<file path="src/hw/rtl/met_pkg.sv">
// shared types, constants and codes for the escape-time engine
package met_pkg;

  // field widths fixed by the interface
  localparam int COORD_W   = 12;
  localparam int DIM_W     = 13;
  localparam int LIMIT_W   = 24;
  localparam int COUNT_W   = 25;
  localparam int SPAN_W    = LIMIT_W + 1;
  localparam int STEP_W    = 63;
  localparam int WORD_W    = 64;
  localparam int PROD_W    = 128;
  localparam int ADDR_W    = 6;

  // parameter defaults
  localparam int MAX_DIM_DEF     = 4096;
  localparam int FRAC_BITS_DEF   = 56;
  localparam int FIRST_SPAN_DEF  = 8;
  localparam int QUEUE_DEPTH_DEF = 4;

  // register reset values that do not depend on the number format
  localparam logic [LIMIT_W-1:0] RST_LIMIT = LIMIT_W'(256);
  localparam logic [DIM_W-1:0]   RST_DIM   = DIM_W'(1024);

  // register map, one 64-bit slot per register
  typedef enum logic [2:0] {
    REG_ORIGIN_RE = 3'd0,
    REG_ORIGIN_IM = 3'd1,
    REG_STEP_RE   = 3'd2,
    REG_STEP_IM   = 3'd3,
    REG_LIMIT     = 3'd4,
    REG_RADIUS    = 3'd5,
    REG_WIDTH     = 3'd6,
    REG_HEIGHT    = 3'd7
  } reg_idx_t;

  // result classification
  typedef enum logic [1:0] {
    OUTCOME_ESCAPED = 2'd0,
    OUTCOME_BULB    = 2'd1,
    OUTCOME_BOUNDED = 2'd2
  } outcome_t;

  // back-end sequencer states
  typedef enum logic [4:0] {
    ST_IDLE, ST_CR, ST_CI, ST_GATE, ST_YY, ST_XX, ST_Q, ST_LHS, ST_BULB2,
    ST_INIT, ST_SPAN, ST_CHECK, ST_QR, ST_QI, ST_ZI, ST_EXT, ST_MAG,
    ST_M1, ST_M2, ST_DONE
  } state_t;

  // configuration seen by the engine
  typedef struct packed {
    logic [WORD_W-1:0]  origin_real;
    logic [WORD_W-1:0]  origin_imag;
    logic [STEP_W-1:0]  step_real;
    logic [STEP_W-1:0]  step_imag;
    logic [LIMIT_W-1:0] iteration_limit;
    logic [STEP_W-1:0]  escape_radius_sq;
    logic [DIM_W-1:0]   image_width;
    logic [DIM_W-1:0]   image_height;
  } cfg_t;

  // one queued pixel
  typedef struct packed {
    logic [COORD_W-1:0] x;
    logic [COORD_W-1:0] y;
  } pix_t;

  // multiplier request and response
  typedef struct packed {
    logic              start;
    logic [WORD_W-1:0] a;
    logic [WORD_W-1:0] b;
  } mul_req_t;

  typedef struct packed {
    logic              busy;
    logic              done;
    logic [PROD_W-1:0] prod;
  } mul_rsp_t;

endpackage

</file>
<file path="src/hw/rtl/met_front.sv">
// front end: takes pixels, drops those outside the image, queues the rest
module met_front #(
  parameter int MAX_DIM = met_pkg::MAX_DIM_DEF
) (
  input  logic                         push,
  output logic                         full,
  input  logic [met_pkg::COORD_W-1:0]  pixel_x,
  input  logic [met_pkg::COORD_W-1:0]  pixel_y,
  input  logic [met_pkg::DIM_W-1:0]    image_width,
  input  logic [met_pkg::DIM_W-1:0]    image_height,
  input  logic                         q_full,
  output logic                         q_push,
  output met_pkg::pix_t                q_data
);

  localparam int LIM_W = $clog2(MAX_DIM + 1);
  localparam int CMP_W = (LIM_W > met_pkg::DIM_W) ? LIM_W : met_pkg::DIM_W;
  localparam logic [CMP_W-1:0] DIM_MAX = CMP_W'(MAX_DIM);

  logic [CMP_W-1:0] w_lim, h_lim;
  logic             in_bounds;

  // clip the programmed size to the supported size
  always_comb begin
    w_lim = (CMP_W'(image_width) < DIM_MAX) ? CMP_W'(image_width) : DIM_MAX;
    h_lim = (CMP_W'(image_height) < DIM_MAX) ? CMP_W'(image_height) : DIM_MAX;
    in_bounds = (CMP_W'(pixel_x) < w_lim) && (CMP_W'(pixel_y) < h_lim);
  end

  // a transfer outside the image is taken and dropped
  assign full     = q_full;
  assign q_push   = push && !q_full && in_bounds;
  assign q_data.x = pixel_x;
  assign q_data.y = pixel_y;

endmodule

</file>
<file path="config.mk">
export PLATFORM = sky130hd
export DESIGN_NAME = met_front
export DESIGN_NICKNAME = d
export VERILOG_FILES = /design/src/hw/rtl/met_pkg.sv /design/src/hw/rtl/met_front.sv
export SDC_FILE = /design/constraint.sdc
export NUM_CORES = 1
export LEC_CHECK = 0
export BUFFER_PORTS_ARGS = -buffer_cell sky130_fd_sc_hd__buf_2
export CORE_UTILIZATION = 42
export DETAILED_ROUTE_END_ITERATION = 10
export PLACE_DENSITY = 0.95
export SLEW_MARGIN = 20
export SYNTH_ARGS = -nofsm -noshare
export SYNTH_HDL_FRONTEND = slang
export SYNTH_SLANG_ARGS = --single-unit
export TNS_END_PERCENT = 10
</file>
<file path="constraint.sdc">
create_clock -name vclk -period 6.5
set_clock_uncertainty 0.15 [all_clocks]
set_input_delay 1.3 -clock vclk [all_inputs]
set_output_delay 1.3 -clock vclk [all_outputs]
set_load 0.02 [all_outputs]
</file>
# Yosys cells after proc, flatten, opt, wreduce, memory -nomap -nowiden
# Index checks and enable logic that the tools add are counted.
# word_totals
ff_bits	0
latch_bits	0
mem_bits_rw	0
romBits	0
wordCells	10
n_memories	0
# op_classes
add_sub_neg	0
mul	0
div	0
n_lt_le_gt_ge	4
eq_ne	0
n_shift	0
mux	2
bitwise	0
reduce_logical	4
# op_table
cell	n
$lt A12 B13 Y1	2
$lt A13 B13 Y1 const B	2
$mux W13	2
$logic_and A1 B1 Y1	3
$logic_not A1 Y1	1

# Logic depth before layout (Yosys ltp)
# depth
depth_word	5
mapped_depth	7

# Worst setup path after synthesis
# No wires, ideal clock.
# synth_path
kind	input-to-output
startpoint	input port image_height[12] (netlist name)
endpoint	output port q_push
arrival_ps	2841
path_slack_ps	2209
path_stages	7
n_path_buf	1
path_cell_list	buf_2 > nand2b_1 > ha_1 > a21oi_1 > o21ai_0 > o211a_1 > nor4_2
# synth_via
elab_chain_len	5
# synth_rtl
element	line	text
from (decl)	met_front.sv:10	input logic [met_pkg::DIM_W-1:0] image_height,
$lt A13 B13 Y1	met_front.sv:26	h_lim = (CMP_W'(image_height) < DIM_MAX) ? CMP_W'(image_height) : DIM_MAX;
$mux W13 *	met_front.sv:26	
$lt A12 B13 Y1 *	met_front.sv:27	in_bounds = (CMP_W'(pixel_x) < w_lim) && (CMP_W'(pixel_y) < h_lim);
$logic_and A1 B1 Y1 *	met_front.sv:27	
$logic_and A1 B1 Y1 *	met_front.sv:32	assign q_push = push && !q_full && in_bounds;
to (decl)	met_front.sv:12	output logic q_push,
# Mark *: on every way between the ends. The rest lies on a longest branch, timed or not.

# Worst setup path after layout
# Same ends and word-level chain as after synthesis.

==> key figures <==
Global route
  – First-pass GRT wire length: a little under 3000 um
  – Total gr overflow: 0
  – Largest net degree at the start of global routing: 16
  – Total global routing track utilization: ~17%
  – Initial antenna violation count: 0
  – Number of global-route vias before repair: just over 800

Drt
  – Drt pass-1 iters: 3
  – ANT nets after route: 0
  – Starting DRT DRC Count: 1
  – Final wirelength: 1980 um
  – Via-to-Cell Ratio: 5.08
  – Via count: 925
  – Avg WL per Cell: between 10 and 15 um
  – Remaining DRCs: 0

Synthesis
  – Seq/Total Area, Yosys: 0%
  – Largest family of logic cells by synthesized area: adder cells
  – Synthesized Nets: 180
  – Synth Instances: around 110
  – Yosys Warn Count: 0
  – Compound-Gate Fraction of Synth Area: 14.5%
  – Synthesized-area fraction occupied by xor and xnor cells: 0%
  – Post-Syn Area per Cell: ~8.0 sq um
  – Post-Syn Area: ~840 sq um
  – Post-synthesis adder-cell area fraction: around 33%
  – Multiplexer share of the synthesized area: 0%
  – Cell variety after synth: 26
  – Synth Area in Simple Gates: roughly 29%

Clock network
  – Hold-fix buffers, CTS: 0
  – Post-CTS setup buffers: 0
  – Post-CTS Resized: 0

Hold path
  – Hold_sp: pixel_x[0]
  – Hold depth: 2
  – Hold Crit Class: in2out

Finish
  – Proportion of layout cells with a drive suffix above 1: between 50 and 60%
  – Util after Layout: a little under 60%
  – Fill count: around 180
  – Fin cells: 182
  – Synth-to-layout area growth: 26.7%
  – Register area: 0 sq um
  – Ant. Diodes: 0
  – Clock Buffer Count: 0
  – Fin nets: 233
  – Footprint of the multi-input gates: between 600 and 700 sq um
  – Sequential cell count: 0

Flow run
  – Max cap viols: 0

STA
  – Setup TNS: 0 ns
  – Worst rel slew slack: about two thirds
  – Post-route minimum period: approximately 4.4 ns
  – Highest Clock Rate: approximately 230 MHz
  – RSZ-0062 raised after global routing: no
  – Fin crit share: about 68%
  – Slew @ Worst Pin: 0.492 ns
  – Hold WS: 2.68 ns
  – Final setup violation count: 0
  – Max-slew violations: 0
  – Final Hold Viols: 0

Power and ir drop
  – Worst IR drop on VDD: 35.1 uV
  – PwrDens: about 68 mW/mm^2
  – Pleak: ~0.6 nW

Critical path
  – Critical path capture point type: output pin
  – Crit start category: primary input
  – Worst EP required: 5.05 ns
  – WP data arrival: 2.98 ns
  – Worst setup path startpoint: image_height[12]
  – Worst Path Max Fanout: 15
  – Critical Setup Path Class: in2out

Placed design
  – Placed cell count: approximately 180
  – Final HPWL DP: around 1800 um
  – Count of input and output buffers: 78
  – Gpl congestion: approximately 0.65

Floorplanning
  – Starting Density: between 40% and 50%
  – Die Y: roughly 47 um
  – Die Wd: roughly 47 um
  – Site Rows: 15
  – I/O Pins: between 70 and 80
  – Area of the die: between 0.002 and 0.0025 sq mm
  – Core area: roughly 0.0018 sq mm

Outcome
  – Status: complete, no violations
worst max-delay path: stages:
cell      delay (ns)
buf_2           0.17
nand2b_1        0.16
ha_1            0.30
a21oi_1         0.24
o21ai_0         0.12
o211a_1         0.26
nor4_2          0.23
buf_2           0.20
cell usage after synthesis (2+ instances only):
| master | number | area (sq um) |
|---|---|---|
| nand2b_1 | 22 | 138 |
| a21oi_1 | 10 | 50.1 |
| buf_4 | 25 | 188 |
| ha_1 | 22 | 275 |
| nand2_1 | 3 | 11.3 |
| a21o_1 | 2 | 15.0 |
| nand4_1 | 3 | 18.8 |
routing by layer:
metal  GRT usage [%]  vias to the layer above  wire, um
met3           0.385                        0       148
met1            14.7                      410       731
li1                -                      460         -
met5               0                        -         0
met4           0.571                        0         0
met2            43.3                       55      1100
area by class of cell:
type	count	area share (%)
multi-input combinational	78	60.2
inverter	1	0.351
timing repair buffer	78	36.5
tap	25	2.93
worst paths after layout:
kind    endpoint  slack, ns
max       q_push       2.07
min   q_data[12]       2.68
report_power, final:
group          switching [mW]  internal, mW  total (mW)
Clock                       0             0           0
Sequential                  0             0           0
Combinational          0.0381        0.0340      0.0721
Total                  0.0381        0.0340      0.0721
layout by cell type, fill, tap and decap left out:
| cell | instances |
|---|---|
| buf_2 | 78 |
| nand2b_1 | 22 |
| ha_1 | 22 |
| a21oi_1 | 10 |
| nand2_1 | 3 |
| nand4_1 | 3 |
| a21o_1 | 2 |
| nand3_1 | 1 |
| nand4b_1 | 1 |
| o21ai_0 | 1 |
| nor3b_2 | 1 |
| o221ai_1 | 1 |
| o211ai_1 | 1 |
| and4b_1 | 1 |
| o211a_1 | 1 |
| nor2b_1 | 1 |
| nor3b_1 | 1 |
| or3b_2 | 1 |
| or3_1 | 1 |
| o2111ai_1 | 1 |
| inv_1 | 1 |
| o311ai_0 | 1 |
| a2111oi_0 | 1 |
| nor4_2 | 1 |
cell families after synthesis:
logic type	count (synthesis)
AND/OR/NAND/NOR	37
AO/OA/AOI/OAI	19
buffers and inverters	28
adder cells (fa/ha/maj)	22
per-stage QoR:
stage / setup slack, ns / total power [mW] / instance area [sq um]
final: 2.07 / 0.0721 / 1070
after global routing: 1.92 / 0.0812 / 1070
after CTS: 2.08 / 0.0729 / 1070
after detailed placement: 2.09 / 0.0726 / 1070
after global placement: 2.19 / 0.0687 / 1070
after floorplan: 2.21 / 0.0514 / 843
Note: power is estimated with default switching activity, not from simulation.
