<file path="config.mk">
export PLATFORM = sky130hd
export DESIGN_NAME = met_mul
export DESIGN_NICKNAME = d
export VERILOG_FILES = /design/src/hw/rtl/met_pkg.sv /design/src/hw/rtl/met_mul.sv
export SDC_FILE = /design/constraint.sdc
export NUM_CORES = 2
export LEC_CHECK = 0
export BUFFER_PORTS_ARGS = -buffer_cell sky130_fd_sc_hd__buf_4
export CAP_MARGIN = 20
export CORE_MARGIN = 1.5
export CORE_UTILIZATION = 65
export CTS_BUF_LIST = sky130_fd_sc_hd__clkbuf_4 sky130_fd_sc_hd__clkbuf_8
export DETAILED_ROUTE_END_ITERATION = 12
export PLACE_DENSITY = 0.84
export SKIP_LAST_GASP = 1
export SLEW_MARGIN = 25
export SYNTH_ARGS = -nofsm -noshare
export SYNTH_HDL_FRONTEND = slang
export SYNTH_SLANG_ARGS = --single-unit
</file>
<file path="constraint.sdc">
create_clock -name clk -period 9.9 [get_ports clk]
set_clock_uncertainty 0.05 [all_clocks]
set_input_delay 0.99 -clock clk [delete_from_list [all_inputs] [get_ports clk]]
set_output_delay 0.99 -clock clk [all_outputs]
set_load 0.05 [all_outputs]
</file>
<file path="src/hw/rtl/met_pkg.sv">
// shared types, constants and codes for the escape-time engine
package met_pkg;

  // field widths fixed by the interface
  localparam int COORD_W   = 12;
  localparam int DIM_W     = 13;
  localparam int LIMIT_W   = 24;
  localparam int COUNT_W   = 25;
  localparam int SPAN_W    = LIMIT_W + 1;
  localparam int STEP_W    = 63;
  localparam int WORD_W    = 64;
  localparam int PROD_W    = 128;
  localparam int ADDR_W    = 6;

  // parameter defaults
  localparam int MAX_DIM_DEF     = 4096;
  localparam int FRAC_BITS_DEF   = 56;
  localparam int FIRST_SPAN_DEF  = 8;
  localparam int QUEUE_DEPTH_DEF = 4;

  // register reset values that do not depend on the number format
  localparam logic [LIMIT_W-1:0] RST_LIMIT = LIMIT_W'(256);
  localparam logic [DIM_W-1:0]   RST_DIM   = DIM_W'(1024);

  // register map, one 64-bit slot per register
  typedef enum logic [2:0] {
    REG_ORIGIN_RE = 3'd0,
    REG_ORIGIN_IM = 3'd1,
    REG_STEP_RE   = 3'd2,
    REG_STEP_IM   = 3'd3,
    REG_LIMIT     = 3'd4,
    REG_RADIUS    = 3'd5,
    REG_WIDTH     = 3'd6,
    REG_HEIGHT    = 3'd7
  } reg_idx_t;

  // result classification
  typedef enum logic [1:0] {
    OUTCOME_ESCAPED = 2'd0,
    OUTCOME_BULB    = 2'd1,
    OUTCOME_BOUNDED = 2'd2
  } outcome_t;

  // back-end sequencer states
  typedef enum logic [4:0] {
    ST_IDLE, ST_CR, ST_CI, ST_GATE, ST_YY, ST_XX, ST_Q, ST_LHS, ST_BULB2,
    ST_INIT, ST_SPAN, ST_CHECK, ST_QR, ST_QI, ST_ZI, ST_EXT, ST_MAG,
    ST_M1, ST_M2, ST_DONE
  } state_t;

  // configuration seen by the engine
  typedef struct packed {
    logic [WORD_W-1:0]  origin_real;
    logic [WORD_W-1:0]  origin_imag;
    logic [STEP_W-1:0]  step_real;
    logic [STEP_W-1:0]  step_imag;
    logic [LIMIT_W-1:0] iteration_limit;
    logic [STEP_W-1:0]  escape_radius_sq;
    logic [DIM_W-1:0]   image_width;
    logic [DIM_W-1:0]   image_height;
  } cfg_t;

  // one queued pixel
  typedef struct packed {
    logic [COORD_W-1:0] x;
    logic [COORD_W-1:0] y;
  } pix_t;

  // multiplier request and response
  typedef struct packed {
    logic              start;
    logic [WORD_W-1:0] a;
    logic [WORD_W-1:0] b;
  } mul_req_t;

  typedef struct packed {
    logic              busy;
    logic              done;
    logic [PROD_W-1:0] prod;
  } mul_rsp_t;

endpackage

</file>
<file path="src/hw/rtl/met_mul.sv">
// shared 64x64 unsigned multiplier, one 32x32 partial product per cycle
module met_mul (
  input  logic              clk,
  input  logic              rst_n,
  input  met_pkg::mul_req_t req,
  output met_pkg::mul_rsp_t rsp
);

  logic [met_pkg::WORD_W-1:0] a_r, b_r, pp_r;
  logic [met_pkg::PROD_W-1:0] acc_r, pp_sh;
  logic [2:0]                 cnt_r;
  logic [1:0]                 acc_k;
  logic                       busy_r, done_r;
  logic [31:0]                a_sel, b_sel;
  logic [met_pkg::WORD_W-1:0] pp;

  // select halves for the current partial product
  always_comb begin
    a_sel = cnt_r[1] ? a_r[63:32] : a_r[31:0];
    b_sel = cnt_r[0] ? b_r[63:32] : b_r[31:0];
    pp    = a_sel * b_sel;
  end

  // align the registered partial product
  always_comb begin
    acc_k = 2'(cnt_r - 3'd1);
    case (acc_k)
      2'd0:    pp_sh = {64'b0, pp_r};
      2'd3:    pp_sh = {pp_r, 64'b0};
      default: pp_sh = {32'b0, pp_r, 32'b0};
    endcase
  end

  // control
  always_ff @(posedge clk) begin
    if (!rst_n) begin
      busy_r <= 1'b0;
      done_r <= 1'b0;
      cnt_r  <= '0;
    end else begin
      done_r <= 1'b0;
      if (req.start) begin
        busy_r <= 1'b1;
        cnt_r  <= '0;
      end else if (busy_r) begin
        cnt_r <= cnt_r + 3'd1;
        if (cnt_r == 3'd4) begin
          busy_r <= 1'b0;
          done_r <= 1'b1;
        end
      end
    end
  end

  // operands, partial product and accumulator
  always_ff @(posedge clk) begin
    if (req.start) begin
      a_r   <= req.a;
      b_r   <= req.b;
      acc_r <= '0;
    end else if (busy_r) begin
      if (cnt_r != 3'd4) pp_r <= pp;
      if (cnt_r != 3'd0) acc_r <= acc_r + pp_sh;
    end
  end

  assign rsp.busy = busy_r;
  assign rsp.done = done_r;
  assign rsp.prod = acc_r;

endmodule

</file>
# [After elaboration in Yosys (flattened, before gate mapping)]
# Cells that the tools add are included.
[word_totals] ff_bits=325 in_bits=131 output_inout_bits=130 word_cells=30
[op_classes] n_addsub=3 n_mul=1 eq_ne=3 muxes=7 bitwise_logic=3 reduce_logical=6
[op_table] cell="$pmux W128 S2" count=1
[op_table] cell="$add A128 B128 Y128" count=1
[op_table] cell="$mul A32 B32 Y64" count=1
[op_table] cell="$mux W32" count=2
[op_table] cell="$mux W1" count=4
[op_table] cell="$add A3 B1 Y3 const B" count=1
[op_table] cell="$eq A3 B3 Y1 const B" count=1
[op_table] cell="$ne A3 B3 Y1 const B" count=1
[op_table] cell="$not A1 Y1" count=3
[op_table] cell="$reduce_and A3 Y1" count=1
[op_table] cell="$reduce_bool A3 Y1" count=1
[op_table] cell="$reduce_or A3 Y1" count=1
[op_table] cell="$eq A2 B2 Y1 const B" count=1
[op_table] cell="$logic_not A2 Y1" count=1
[op_table] cell="$reduce_and A2 Y1" count=1
[op_table] cell="$reduce_or A2 Y1" count=1
[op_table] cell="$sub A2 B1 Y2 const B" count=1

# [Longest topological paths before layout]
[depth] ltp_word=4 mapped_depth=35

# [Worst setup path after synthesis]
# No wires, ideal clock.
[synth_path] kind="flip-flop to flip-flop" from="reg cnt_r[0]" to="reg pp_r[58] (netlist name) (data pin)" setup_time_ps=259 t_arrival_ps=8638 required_time_ps=9591 setup_slack_ps=953 stages_incl_launch_ff=32 path_buffers=4 synth_period_minus_slack_ps=8947 cell_sequence="dfxtp_1 -> clkbuf_1 -> clkbuf_1 -> buf_1 -> mux2i_1 -> clkbuf_1 -> nor2_1 -> fa_1 -> inv_1 -> fa_1 -> inv_1 -> fa_1 -> inv_1 -> fa_1 -> inv_1 -> fa_1 -> fa_1 -> fa_1 -> inv_1 -> fa_1 -> inv_1 -> ha_1 -> and3_1 -> nand4_1 -> nor3_1 -> a21oi_1 -> o21ai_0 -> a21oi_1 -> o31ai_1 -> nor3b_1 -> a31oi_1 -> xnor2_1"
[synth_via] elab_chain_cells=2
[synth_lines] element="start: declaration" line_no="met_mul.sv:11" rtl="logic [2:0] cnt_r;"
[synth_lines] element="start signal: assignment" line_no="met_mul.sv:46" rtl="cnt_r <= cnt_r + 3'd1;"
[synth_lines] element="$mux W32" line_no="met_mul.sv:20" rtl="b_sel = cnt_r[0] ? b_r[63:32] : b_r[31:0];"
[synth_lines] element="$mul A32 B32 Y64" line_no="met_mul.sv:21" rtl="pp = a_sel * b_sel;"
[synth_lines] element="named net pp, one bit" line_no="met_mul.sv:15" rtl="logic [met_pkg::WORD_W-1:0] pp;"
[synth_lines] element="end signal: assignment" line_no="met_mul.sv:62" rtl="if (cnt_r != 3'd4) pp_r <= pp;"
[synth_lines] element="end: declaration" line_no="met_mul.sv:9" rtl="logic [met_pkg::WORD_W-1:0] a_r, b_r, pp_r;"
# The timed path passes the listed nets, and every way through them passes these cells.
# A chain may end at the register's enable or synchronous reset.

# [Worst setup path after layout]
[layout_path] from="reg cnt_r[1]" to="reg pp_r[60] (netlist name) (data pin)"
[layout_via] elab_chain_cells=2
[layout_lines] element="$mux W32" line_no="met_mul.sv:19" rtl="a_sel = cnt_r[1] ? a_r[63:32] : a_r[31:0];"
[layout_lines] element="$mul A32 B32 Y64" line_no="met_mul.sv:21"
[layout_lines] element="named net pp, one bit" line_no="met_mul.sv:15"
# The timed path passes the listed nets, and every way through them passes these cells.

==> results.md <==
* Status: finished clean
* Initial Utilization at 0.657
* Worst Path Buf+Inv at 6
* CP Max Fanout at 38
* Post-Syn Area at 52,900 um2
* Die X at 288 um
* GPL Wtd Cong at 1.05
* Drt first pass iters at 7
* Cell seen most often among critical-path stages: fa_1
* Max incr delay on CP at 0.77 ns
* # rows at 104
* Placed instance area at 56,200 um2
* Layout Cells excl Fill at 7,299
* Chip Height at 288 um
* Setup bufs post-CTS at 0
* RSZ-0062 raised after global routing: false
* CP max stage cell: dfxtp_4
* Hold violation total from the final report at 0
* CP Launch Point: cnt_r[1]$_SDFFE_PP0P_
* Worst R2R Path Depth at 28
* Vias at 45,700
* TNS Setup at 0 ns
* Fraction of layout instances using a drive strength above 1 at 0.0997
* Via/cell ratio at 6.25
* Vias in the first global route at 46,700
* EDFF count, synth at 192
* Post-CTS Hold Buffers at 0
* All-Layer GR Usage at 0.457
* Final slew viol count at 0
* Slew at the pin with the worst max-slew slack at 1.18 ns
* Reg-to-Reg End: pp_r[60]$_DFFE_PP_
* Synth cell types at 88
* Clock sinks at 325
* Max cap viols at 0
* First-pass GRT wire length at 280,000 um
* Reg2reg start: cnt_r[1]$_SDFFE_PP0P_
* CTS tree: yes
* Avg Cell Area, Syn at 8.73 um2
* Pre-CTS worst setup slack at 0.518 ns
* Critical path class: reg2reg
* Core area at 80,500 um2
* Io pins at 261
* Dpl hpwl at 150,000 um
* CTS resizes at 0
* CTS clk-pin slew, worst paths at 0.06 ns
* CTS H-Tree Depth at 2
* Drt first-iter violations at 4,781
* # diodes at 0
* CTS max path bufs at 3
* Placed Cells at 7,195
* Clk Latency, worst-skew pair at 0.75 ns
* Ranking of synthesized cells by area: fa_1, edfxtp_1, ha_1
* Post-layout min period at 9.30 ns
* Synth Register Bits at 325
* Root cell of the clock tree: clkbuf_8
* Family with the most delay on the worst path: adder cells
* Seq/Total Area, Yosys at 0.159
* Worst rel slew slack at 0.211
* Largest net degree at the start of global routing at 87
* Tightest Hold Check Type: in2reg
* DR WL/cell at 25.8 um
* Final worst slack at 0.603 ns
* Syn nets at 7,485
* Top_reg_cell synth: edfxtp_1
* Synth warnings at 0
* Required time of the worst setup path at 10.28 ns
* Total CTS buffers at 57
* Max Fclk at 0.108 GHz
* Synthesized instance count at 6,064
* Area added between synthesis and finish at 8.44%
* Setup Viol. Count Final at 0
* Design Area, Final at 57,400 um2
* Synth top area share at 0.339
* Initial antenna violation count at 1
* Final Net Count at 7,615
* Crit path capture: pp_r[60]$_DFFE_PP_
* I/O Buffers at 260
* Grt total ovfl at 0
* Wirelength, routed at 189,000 um
* Die Area at 83,100 um2
* DRC viols at 0
* Critical Path Sink Type: flop
* Crit path depth at 28
* Filler instances at 6,138
* WP data arrival at 9.68 ns
* Post-route ant nets at 0
* Type of origin of the critical path: flop
* Synth area leader: fa_1
* Crit share post-route at 0.939
* Ys async rst share at 0
* Flop2flop setup slack at 0.60 ns
## cell usage in the layout, fill, tap and decap left out, types with 16 or more instances in the layout
| cell | synthesis | routed |
|---|---|---|
| inv_1 | 975 | 974 |
| fa_1 | 897 | 897 |
| nand2_1 | 862 | 862 |
| nor2_1 | 726 | 723 |
| ha_1 | 393 | 391 |
| buf_4 | 4 | 377 |
| a21oi_1 | 353 | 352 |
| o21ai_0 | 214 | 214 |
| edfxtp_1 | 192 | 192 |
| dfxtp_1 | 133 | 131 |
| xnor2_1 | 105 | 105 |
| nand4_1 | 79 | 79 |
| clkbuf_8 | 0 | 70 |
| a21o_1 | 69 | 69 |
| and2_1 | 69 | 69 |
| mux2_2 | 60 | 60 |
| xor2_1 | 59 | 59 |
| o21bai_1 | 57 | 57 |
| nor3_1 | 38 | 38 |
| mux2i_2 | 0 | 36 |
| a22o_1 | 35 | 35 |
| mux2i_1 | 69 | 32 |
| o21a_1 | 30 | 30 |
| nand3_1 | 28 | 28 |
| a31oi_1 | 24 | 24 |
| and3_1 | 18 | 18 |
| a211oi_1 | 18 | 18 |
| nand2b_1 | 16 | 16 |
## cells in the mapped netlist (57+ instances only)
master,number
o21ai_0,214
inv_1,975
clkbuf_1,277
o21bai_1,57
mux2i_1,69
fa_1,897
xor2_1,59
a21o_1,69
dfxtp_1,133
edfxtp_1,192
nand4_1,79
a21oi_1,353
mux2_2,60
and2_1,69
nor2_1,726
xnor2_1,105
ha_1,393
nand2_1,862
## logic make-up (layout without fill, tap and decap cells)
group / after synthesis / count (layout) / synth area share
muxes: 133 / 133 / 0.0267
buffers and inverters: 1284 / 1459 / 0.0915
xor gates and xnor gates: 164 / 164 / 0.0271
AOI/OAI and AO/OA: 949 / 949 / 0.112
and+or+nand+nor: 1919 / 1919 / 0.151
adders and majority gates: 1290 / 1290 / 0.432
DFF: 325 / 325 / 0.159
## how the worst min path moves through the flow
stage,start,end,slack (ns),depth (start not counted)
finish,req[32],b_r[32]$_DFFE_PP_,0.35,1
floorplan,cnt_r[2]$_SDFFE_PP0P_,done_r$_SDFF_PP0_,0.41,2
detailed placement,acc_r[65]$_SDFFE_PP0P_,acc_r[65]$_SDFFE_PP0P_,0.42,2
CTS,req[32],b_r[32]$_DFFE_PP_,0.32,1
global route,req[32],b_r[32]$_DFFE_PP_,0.34,1
global placement,acc_r[7]$_SDFFE_PP0P_,acc_r[7]$_SDFFE_PP0P_,0.41,2
## flip-flops by register name, indices dropped and copies added (netlist names)
register	count
a_r	64
acc_r	128
b_r	64
busy_r	1
cnt_r	3
done_r	1
pp_r	64
## routing by layer
metal,routed length [um],GRT usage
met4,17000,0.321
met1,65100,0.551
met3,24900,0.144
met2,81600,0.700
met5,17,0
## area by class of cell
class | count | area [um2] | share of cell area
multi-input combinational | 4455 | 39900 | 0.694
clock inverter | 22 | 183 | 0.00318
sequential | 325 | 8440 | 0.147
tap | 1060 | 1330 | 0.0231
inverter | 975 | 3660 | 0.0638
timing repair buffer | 380 | 2880 | 0.0503
clock buffer | 82 | 1050 | 0.0182
## metrics by stage
| stage | utilization | hold WS [ns] |
|---|---|---|
| finish | 0.713 | 0.350 |
| global route | 0.713 | 0.338 |
| CTS | 0.712 | 0.317 |
| detailed placement | 0.697 | 0.417 |
| global placement | 0.697 | 0.410 |
| floorplan | - | 0.411 |
Power is left out: the tool's default activity adds up to more than one toggle a clock period on the data nets, which glitch-free logic cannot reach.
