--- config.mk ---
export PLATFORM = sky130hd
export DESIGN_NAME = met_queue
export DESIGN_NICKNAME = d
export VERILOG_FILES = /design/src/hw/rtl/met_pkg.sv /design/src/hw/rtl/met_queue.sv
export SDC_FILE = /design/constraint.sdc
export NUM_CORES = 1
export LEC_CHECK = 0
export ABC_AREA = 1
export BUFFER_PORTS_ARGS = -buffer_cell sky130_fd_sc_hd__buf_2
export CAP_MARGIN = 10
export CORE_MARGIN = 3
export CORE_UTILIZATION = 57
export CTS_CLUSTER_DIAMETER = 150
export DETAILED_ROUTE_END_ITERATION = 10
export PLACE_DENSITY_LB_ADDON = 0.25
export SLEW_MARGIN = 10
export SYNTH_ARGS = -nofsm -noshare
export SYNTH_HDL_FRONTEND = slang
export SYNTH_SLANG_ARGS = --single-unit
--- constraint.sdc ---
create_clock -name clk -period 2.9 [get_ports clk]
set_input_delay 0.29 -clock clk [delete_from_list [all_inputs] [get_ports clk]]
set_output_delay 0.29 -clock clk [all_outputs]
set_load 0.02 [all_outputs]
--- src/hw/rtl/met_pkg.sv ---
// shared types, constants and codes for the escape-time engine
package met_pkg;

  // field widths fixed by the interface
  localparam int COORD_W   = 12;
  localparam int DIM_W     = 13;
  localparam int LIMIT_W   = 24;
  localparam int COUNT_W   = 25;
  localparam int SPAN_W    = LIMIT_W + 1;
  localparam int STEP_W    = 63;
  localparam int WORD_W    = 64;
  localparam int PROD_W    = 128;
  localparam int ADDR_W    = 6;

  // parameter defaults
  localparam int MAX_DIM_DEF     = 4096;
  localparam int FRAC_BITS_DEF   = 56;
  localparam int FIRST_SPAN_DEF  = 8;
  localparam int QUEUE_DEPTH_DEF = 4;

  // register reset values that do not depend on the number format
  localparam logic [LIMIT_W-1:0] RST_LIMIT = LIMIT_W'(256);
  localparam logic [DIM_W-1:0]   RST_DIM   = DIM_W'(1024);

  // register map, one 64-bit slot per register
  typedef enum logic [2:0] {
    REG_ORIGIN_RE = 3'd0,
    REG_ORIGIN_IM = 3'd1,
    REG_STEP_RE   = 3'd2,
    REG_STEP_IM   = 3'd3,
    REG_LIMIT     = 3'd4,
    REG_RADIUS    = 3'd5,
    REG_WIDTH     = 3'd6,
    REG_HEIGHT    = 3'd7
  } reg_idx_t;

  // result classification
  typedef enum logic [1:0] {
    OUTCOME_ESCAPED = 2'd0,
    OUTCOME_BULB    = 2'd1,
    OUTCOME_BOUNDED = 2'd2
  } outcome_t;

  // back-end sequencer states
  typedef enum logic [4:0] {
    ST_IDLE, ST_CR, ST_CI, ST_GATE, ST_YY, ST_XX, ST_Q, ST_LHS, ST_BULB2,
    ST_INIT, ST_SPAN, ST_CHECK, ST_QR, ST_QI, ST_ZI, ST_EXT, ST_MAG,
    ST_M1, ST_M2, ST_DONE
  } state_t;

  // configuration seen by the engine
  typedef struct packed {
    logic [WORD_W-1:0]  origin_real;
    logic [WORD_W-1:0]  origin_imag;
    logic [STEP_W-1:0]  step_real;
    logic [STEP_W-1:0]  step_imag;
    logic [LIMIT_W-1:0] iteration_limit;
    logic [STEP_W-1:0]  escape_radius_sq;
    logic [DIM_W-1:0]   image_width;
    logic [DIM_W-1:0]   image_height;
  } cfg_t;

  // one queued pixel
  typedef struct packed {
    logic [COORD_W-1:0] x;
    logic [COORD_W-1:0] y;
  } pix_t;

  // multiplier request and response
  typedef struct packed {
    logic              start;
    logic [WORD_W-1:0] a;
    logic [WORD_W-1:0] b;
  } mul_req_t;

  typedef struct packed {
    logic              busy;
    logic              done;
    logic [PROD_W-1:0] prod;
  } mul_rsp_t;

endpackage

--- src/hw/rtl/met_queue.sv ---
// small register queue between front end and engine
module met_queue #(
  parameter int DEPTH = met_pkg::QUEUE_DEPTH_DEF
) (
  input  logic          clk,
  input  logic          rst_n,
  input  logic          push,
  input  met_pkg::pix_t wdata,
  output logic          full,
  input  logic          pop,
  output met_pkg::pix_t rdata,
  output logic          empty
);

  localparam int PTR_W = $clog2(DEPTH);
  localparam int CNT_W = $clog2(DEPTH + 1);
  localparam logic [PTR_W-1:0] LAST = PTR_W'(DEPTH - 1);

  met_pkg::pix_t    mem_r [DEPTH];
  logic [PTR_W-1:0] wr_ptr_r, rd_ptr_r;
  logic [CNT_W-1:0] cnt_r;
  logic             do_push, do_pop;

  assign full    = (cnt_r == CNT_W'(DEPTH));
  assign empty   = (cnt_r == '0);
  assign do_push = push && !full;
  assign do_pop  = pop && !empty;
  assign rdata   = mem_r[rd_ptr_r];

  // pointers and fill count
  always_ff @(posedge clk) begin
    if (!rst_n) begin
      wr_ptr_r <= '0;
      rd_ptr_r <= '0;
      cnt_r    <= '0;
    end else begin
      if (do_push) wr_ptr_r <= (wr_ptr_r == LAST) ? '0 : wr_ptr_r + 1'b1;
      if (do_pop)  rd_ptr_r <= (rd_ptr_r == LAST) ? '0 : rd_ptr_r + 1'b1;
      if (do_push && !do_pop)      cnt_r <= cnt_r + 1'b1;
      else if (do_pop && !do_push) cnt_r <= cnt_r - 1'b1;
    end
  end

  // storage
  always_ff @(posedge clk) begin
    if (do_push) mem_r[wr_ptr_r] <= wdata;
  end

endmodule

Word level (Yosys, flattened, before mapping)
Memories as Yosys holds them, arrays and structs flattened. A register that Yosys moved wholly into a read port is not among the register bits.
Cells that the tools add are included.
W data, S select, Z words.
{ "classes": {"add_sub_neg": 4, "n_eq_ne": 3, "n_mux": 8, "n_reduce_logical": 10} }
{ "ops": {"columns": ["operator", "n"], "rows": [
  ["$mux W2", 4],
  ["$mux W3", 2],
  ["$add A2 B1 Y2 const B", 2],
  ["$eq A2 B2 Y1 const B", 2],
  ["$logic_and A1 B1 Y1", 4],
  ["$logic_not A1 Y1", 4],
  ["$add A3 B1 Y3 const B", 1],
  ["$eq A3 B3 Y1 const B", 1],
  ["$logic_not A3 Y1", 1],
  ["$sub A3 B1 Y3 const B", 1],
  ["$mux W1", 2],
  ["$reduce_bool A2 Y1", 1]
]} }
{ "totals": {"register_bits": 7, "ram_bits": 96, "input_bits": 28, "n_memories": 1} }
{ "mem_list": {"columns": ["memory", "depth", "width", "rd", "rd_clocked_by_memory_dff", "wr", "line_no", "text"], "rows": [
  ["mem_r", 4, 24, 1, 1, 1, "met_queue.sv:19", "met_pkg::pix_t mem_r [DEPTH];"]
]} }

Depth between registers and ports, before layout
Gate-level depths: netlist of the first run.
{ "logic_depth": {"depth_word": 7, "ltp_mapped": 13} }

Worst setup path after synthesis of the first run
OpenSTA, ideal clock, no wires.
{ "synth_timing": {"path_type": "register to register", "startpoint": "register cnt_r[1]", "endpoint": "memory mem_r[3][0] in the netlist's numbering (enable)", "setup_time_ns": 0.405, "arrival_time_ns": 1.670, "required_ns": 2.495, "slack_ns": 0.826, "path_stages_with_launch": 5, "path_buffers": 0, "period_less_slack_ns": 2.074, "cell_sequence": "dfxtp_1 -> nor2_1 -> nand2_1 -> nand2_2 -> nor2_1"} }
{ "synth_between": {"elab_chain_cells": 5} }
{ "synth_lines": {"columns": ["item", "line_no", "text"], "rows": [
  ["start, declared", "met_queue.sv:21", "logic [CNT_W-1:0] cnt_r;"],
  ["start signal, assigned", "met_queue.sv:39", "if (do_push && !do_pop) cnt_r <= cnt_r + 1'b1;"],
  ["start signal, assigned", "met_queue.sv:40", "else if (do_pop && !do_push) cnt_r <= cnt_r - 1'b1;"],
  ["$eq A3 B3 Y1", "met_queue.sv:24", "assign full = (cnt_r == CNT_W'(DEPTH));"],
  ["$logic_not A1 Y1", "met_queue.sv:26", "assign do_push = push && !full;"],
  ["$logic_and A1 B1 Y1", "met_queue.sv:26", null],
  ["$mux W1", "met_queue.sv:46", "if (do_push) mem_r[wr_ptr_r] <= wdata;"],
  ["$mux W1 (not written as such)", "met_queue.sv:46", null],
  ["end, declared", "met_queue.sv:19", null]
]} }
No other way between the ends.

==> impl_metrics.json, run 1 <==
{
  "final_cells": 463,
  "worstMarginPinSlew_ns": 0.789,
  "dieArea_sq_um": 8480,
  "ant_nets": 0,
  "start_util_pct": 60.5,
  "cts_root_buf": "clkbuf_8",
  "grt_max_degree": 49,
  "cp-end-kind": "output port",
  "dr_wl_met3_um": 408,
  "grtUsageTotal_pct": 18.8,
  "die_w_um": 92.1,
  "ys_types": 22,
  "r2r_start": "cnt_r[1]",
  "finish.utilization_pct": 68.4,
  "final_common_cell": "edfxtp_1",
  "clockBufferDepth": 2,
  "cts_setup_buffers": 0,
  "crit_required_ns": 2.61,
  "cpPeakStageDelay_ns": 0.57,
  "cp-start-kind": "flop",
  "drt_wl_total_um": 7460,
  "synth_simple_gate_area_share_pct": 8.79,
  "routed.top_layer": "met4",
  "area_delta_synth_final_pct": 13.0,
  "fill_cells": 515,
  "syn-mean-instance-area_sq_um": 13.9,
  "routedWlPerCell_um": 16.1,
  "die_height_um": 92.1,
  "relSlewSlack_pct": 47.3,
  "overflow": 0,
  "io_pins": 54,
  "cts_tree": "built",
  "yosysWarnings": 0,
  "met1_length_um": 3080,
  "dpl.hpwl_um": 4620,
  "drt_iter0_markers": 123,
  "grt_pass1_wl_um": 12300,
  "rr_endpoint": "cnt_r[1]",
  "cts_sinks": 105,
  "synth_top_family_by_area": "compound AO/OA/AOI/OAI gates",
  "p_per_area_nw_per_um2": 887,
  "viasPerCell": 5.39,
  "rows": 30,
  "hold_viol_final": 0,
  "drive_above_1_share_pct": 33.2,
  "max_freq_mhz": 447,
  "ctsHoldBuffers": 0,
  "drcViolationCount": 0,
  "maxCapViolations": 0,
  "drv_slew": 0,
  "synthMuxAreaShare_pct": 0,
  "syn_inst": 304,
  "crit_slowest_cell": "inv_2",
  "peakVddDrop_v": 0.000518,
  "core_sq_um": 6980,
  "crit_fanout": 42,
  "ys_seq_elements": 105,
  "place.gp.congestion": 0.757,
  "power_leakage_nw": 1.75,
  "cts_buffers": 9,
  "place_inst": 447,
  "ys_seq_area_share_pct": 72.5,
  "crit_end": "rdata[9]",
  "synth-xor-area-share_pct": 0,
  "synthesis.area_sq_um": 4230,
  "route.vias.total": 2496,
  "cts_resized": 0,
  "wl_met2_um": 3890,
  "crit_chain": "inv_2, buf_4, nor2_2, o22ai_2, buf_2",
  "insertion_delay_ns": 0.35,
  "rr_worst_depth": 9,
  "synth_fp_nets": 339,
  "synth_compound_area_share_pct": 12.7,
  "finalSetupViolCount": 0,
  "min_period_ns": 2.24,
  "path_class": "flop to output port",
  "firstDrtPassIters": 4,
  "fin_crit_sh_pct": 77.1,
  "multi_input_area_sq_um": 1010,
  "hold_path_class": "primary input to flop",
  "synthAdderAreaFrac_pct": 2.25,
  "rrSetupSlack_ns": 1.00,
  "grt_pass1_vias": 2550,
  "status": "completed",
  "crit_arrival_ns": 1.95,
  "portBuffers": 53,
  "rsz0062_at_grt": "false",
  "antenna_found_initial": 0,
  "layout.area.seq_sq_um": 3060,
  "diodes": 0,
  "fin_nets": 397,
  "skew_ns": 0.0118,
  "path_clk_slew_ns": 0.09,
  "hold_path_depth": 1,
  "h-tree-depth": 3,
  "setup_tns_ns": 0,
  "mostFrequentLayoutCells": "edfxtp_1, buf_2, o21ai_0"
}
==> critical path, delay by kind of cell (launching register included) <==
kind            cells  cell delay, ns
compound gates      1            0.16
buf+inv             3            1.05
flops               1            0.33
simple gates        1            0.05
==> cell families (layout without fill, tap and decap cells) <==
family | Yosys count | after routing
AO/OA/AOI/OAI | 76 | 76
flip-flops | 105 | 105
buffers and inverters | 33 | 96
AND/OR/NAND/NOR | 83 | 83
adder cells (fa/ha/maj) | 7 | 7
==> state kept, by name (all words and copies together), names as in the netlist, named ones only <==
register / count
rd_ptr_r: 2
mem_r: 96
wr_ptr_r: 2
cnt_r: 3
==> layout make-up <==
class | instances | area share, %
Sequential cell | 105 | 64.2
Multi-Input combinational cell | 166 | 21.2
Timing Repair Buffer | 61 | 6.81
Clock buffer | 13 | 2.91
Tap cell | 96 | 2.52
Inverter | 19 | 1.49
Clock inverter | 3 | 0.891
==> stage by stage <==
stage | hold slack (ns) | area [sq um] | total power [W] | setup WS (ns)
after floorplan | 0.389 | 4230 | 0.00302 | 0.826
after global placement | 0.492 | 4590 | 0.00340 | 1.07
after detailed placement | 0.505 | 4590 | 0.00345 | 1.01
after CTS | 0.139 | 4770 | 0.00427 | 0.630
after global routing | 0.136 | 4770 | 0.00448 | 0.524
final | 0.150 | 4770 | 0.00424 | 0.664
==> cell usage after synthesis (all sizes together) <==
library cell   n  share of area [%]
fa             1               0.47
nand3b         1               0.18
clkbuf         1              0.089
inv           19                1.7
buf           13                2.0
nand2         15                1.4
o22ai         24                6.5
o21ai         50                5.9
nand3          1               0.12
edfxtp        96                 68
nor2          65                7.0
dfxtp          9                4.3
a21oi          2               0.24
ha             6                1.8
nand4          1               0.15
==> how the worst min path moves through the flow <==
stage	from	to	slack, ns
floorplan	wdata[0]	mem_r[0][0]	0.39
global placement	cnt_r[0]	cnt_r[0]	0.49
detailed placement	wdata[5]	mem_r[0][5]	0.50
CTS	wdata[1]	mem_r[0][1]	0.14
global route	wdata[11]	mem_r[0][11]	0.14
finish	wdata[1]	mem_r[0][1]	0.15
==> power breakdown <==
group          internal, W  switching (W)  total [W]
sequential         0.00185      0.0000835    0.00194
combinational     0.000481       0.000978    0.00146
clock             0.000400       0.000442   0.000842
total              0.00273        0.00150    0.00424
==> per-layer routing <==
layer  vias up  track usage (%)
met5         -                0
met4         0             5.45
met3         7             4.59
met2        61             33.8
met1      1219             22.3
li1       1209                -
Power figures use the tool's default switching activity.
==> inputs of run 2 (changes only) <==
- clock period: 2.9 -> 2.1 ns (I/O delays scaled with it)
==> run 2 against run 1 <==
Largest power group unchanged. Routed wire length is 1.2% lower. Clock skew decreased by 0.0023 ns. Highest routed layer unchanged. Critical endpoint unchanged. Worst hold slack lost 0.084 ns. Count of clock-buffer cells in the layout shrank 3. Setup slack worse by 0.47 ns. Power is 43% higher. Largest cell class unchanged. Non-clock buffer count rose by 2.
==> impl_metrics.json, run 2 (synthesized netlist as in run 1, its figures left out) <==
{
  "largest_reg_flops": 96,
  "drv_slew": 0,
  "power_switching_w": 0.00211,
  "finalSetupViolCount": 0,
  "path_clk_slew_ns": 0.10,
  "cp-start-kind": "flop",
  "place_area_sq_um": 4620,
  "min_period_ns": 1.90,
  "setup_tns_ns": 0,
  "insertion_delay_ns": 0.35,
  "die_height_um": 92.1,
  "grt_pass1_vias": 2565,
  "crit_fanout": 17,
  "cts_tree": "built",
  "firstDrtPassIters": 4,
  "clockBufferDepth": 2,
  "drcViolationCount": 0,
  "hold_end": "mem_r[0][17]",
  "power_leakage_nw": 1.78,
  "hold_slack_ns": 0.0665,
  "overflow": 0,
  "r2r_start": "cnt_r[1]",
  "cpPeakStageDelay_ns": 0.33,
  "rows": 30,
  "dp_slack_ns": 0.210,
  "skew_ns": 0.00953,
  "hold_path_depth": 1,
  "clock_power_share_pct": 21.9,
  "cts_resized": 0,
  "rrSetupSlack_ns": 0.21,
  "start_util_pct": 60.5,
  "grt_pass1_wl_um": 12000,
  "final_area_sq_um": 4840,
  "top_register": "mem_r",
  "ant_nets": 0,
  "dpl.hpwl_um": 4680,
  "crit_slowest_cell": "dfxtp_2",
  "area_delta_synth_final_pct": 14.4,
  "fin_crit_sh_pct": 90.6,
  "relSlewSlack_pct": 69.8,
  "cp-end-kind": "output port",
  "peakVddDrop_v": 0.000717,
  "worstMarginPinSlew_ns": 0.454,
  "p_int_w": 0.00393,
  "crit_arrival_ns": 1.69,
  "io_pins": 54,
  "power.sequential.fraction_pct": 43.9,
  "fin_nets": 399,
  "grt_max_degree": 49,
  "cts_buffers": 9,
  "drt_wl_total_um": 7370,
  "rsz0062_at_grt": "false",
  "portBuffers": 53,
  "rr_endpoint": "cnt_r[1]",
  "viasPerCell": 5.36,
  "core_sq_um": 6980,
  "place.gp.congestion": 0.689,
  "ctsHoldBuffers": 0,
  "routedWlPerCell_um": 15.8,
  "status": "completed",
  "drt_iter0_markers": 134,
  "finish.utilization_pct": 69.3,
  "maxCapViolations": 0,
  "p_sw_share_pct": 35.0,
  "cts_sinks": 105,
  "min-delay-start": "wdata[17]",
  "grtUsageTotal_pct": 18.6,
  "hold_path_class": "primary input to flop",
  "crit_required_ns": 1.89,
  "drive_above_1_share_pct": 34.1,
  "pwr-share-comb_pct": 34.2,
  "cts_root_buf": "clkbuf_8",
  "route.vias.total": 2492,
  "die_w_um": 92.1,
  "antenna_found_initial": 0,
  "dieArea_sq_um": 8480,
  "worst_slack_ns": 0.198,
  "hold_viol_final": 0,
  "crit_buf_inv": 3,
  "h-tree-depth": 3,
  "cp_top_family": "buffers and inverters",
  "mostFrequentLayoutCells": "edfxtp_1, buf_2, o21ai_0",
  "crit_chain": "inv_2, buf_4, o21ai_0, o22ai_2, buf_2",
  "p_per_area_nw_per_um2": 1250,
  "rr_worst_depth": 9,
  "top_regs": "mem_r: 96 flops, cnt_r: 3 flops",
  "final_common_cell": "edfxtp_1",
  "diodes": 0,
  "max_freq_mhz": 526,
  "path_class": "flop to output port",
  "cts_setup_buffers": 0
}
## run 2: area by class of cell
type                       instances  area (sq um)
timing repair buffer              63           353
inverter                          19          71.3
fill                             527          2140
tap                               96           120
sequential                       105          3060
multi-input combinational        166          1010
clock inverter                     6          88.8
clock buffer                      10           128
## run 2: per-layer routing
layer	track usage, %	part of all wire [%]	up-vias
met5	0	0	-
met4	7.67	1.5	0
met3	4.59	5.5	9
met2	32.1	51	59
met1	22.4	42	1214
li1	-	-	1210
## run 2: per-stage QoR
stage	cells	total power [W]
after floorplan	304	0.00417
after global placement	449	0.00473
after detailed placement	449	0.00480
after CTS	465	0.00610
after global routing	465	0.00640
final	465	0.00604
## run 2: how the worst max path moves through the flow
stage	startpoint	to	slack (ns)	cells past startpoint
CTS	flop	rdata[9]	0.16	5
global placement	cnt_r[1]	cnt_r[1]	0.28	9
detailed placement	cnt_r[1]	cnt_r[1]	0.21	9
floorplan	cnt_r[1]	mem_r[3][0]	0.03	4
finish	flop	rdata[9]	0.20	5
global route	cnt_r[0]	cnt_r[2]	0.03	12
## run 2: power groups by stage
stage	Sequential (W)	Clock [W]	Combinational (W)
finish	0.00265	0.00132	0.00207
global route	0.00267	0.00143	0.00229
floorplan	0.00269	0	0.00149
detailed placement	0.00270	0	0.00210
CTS	0.00266	0.00134	0.00210
global placement	0.00269	0	0.00204
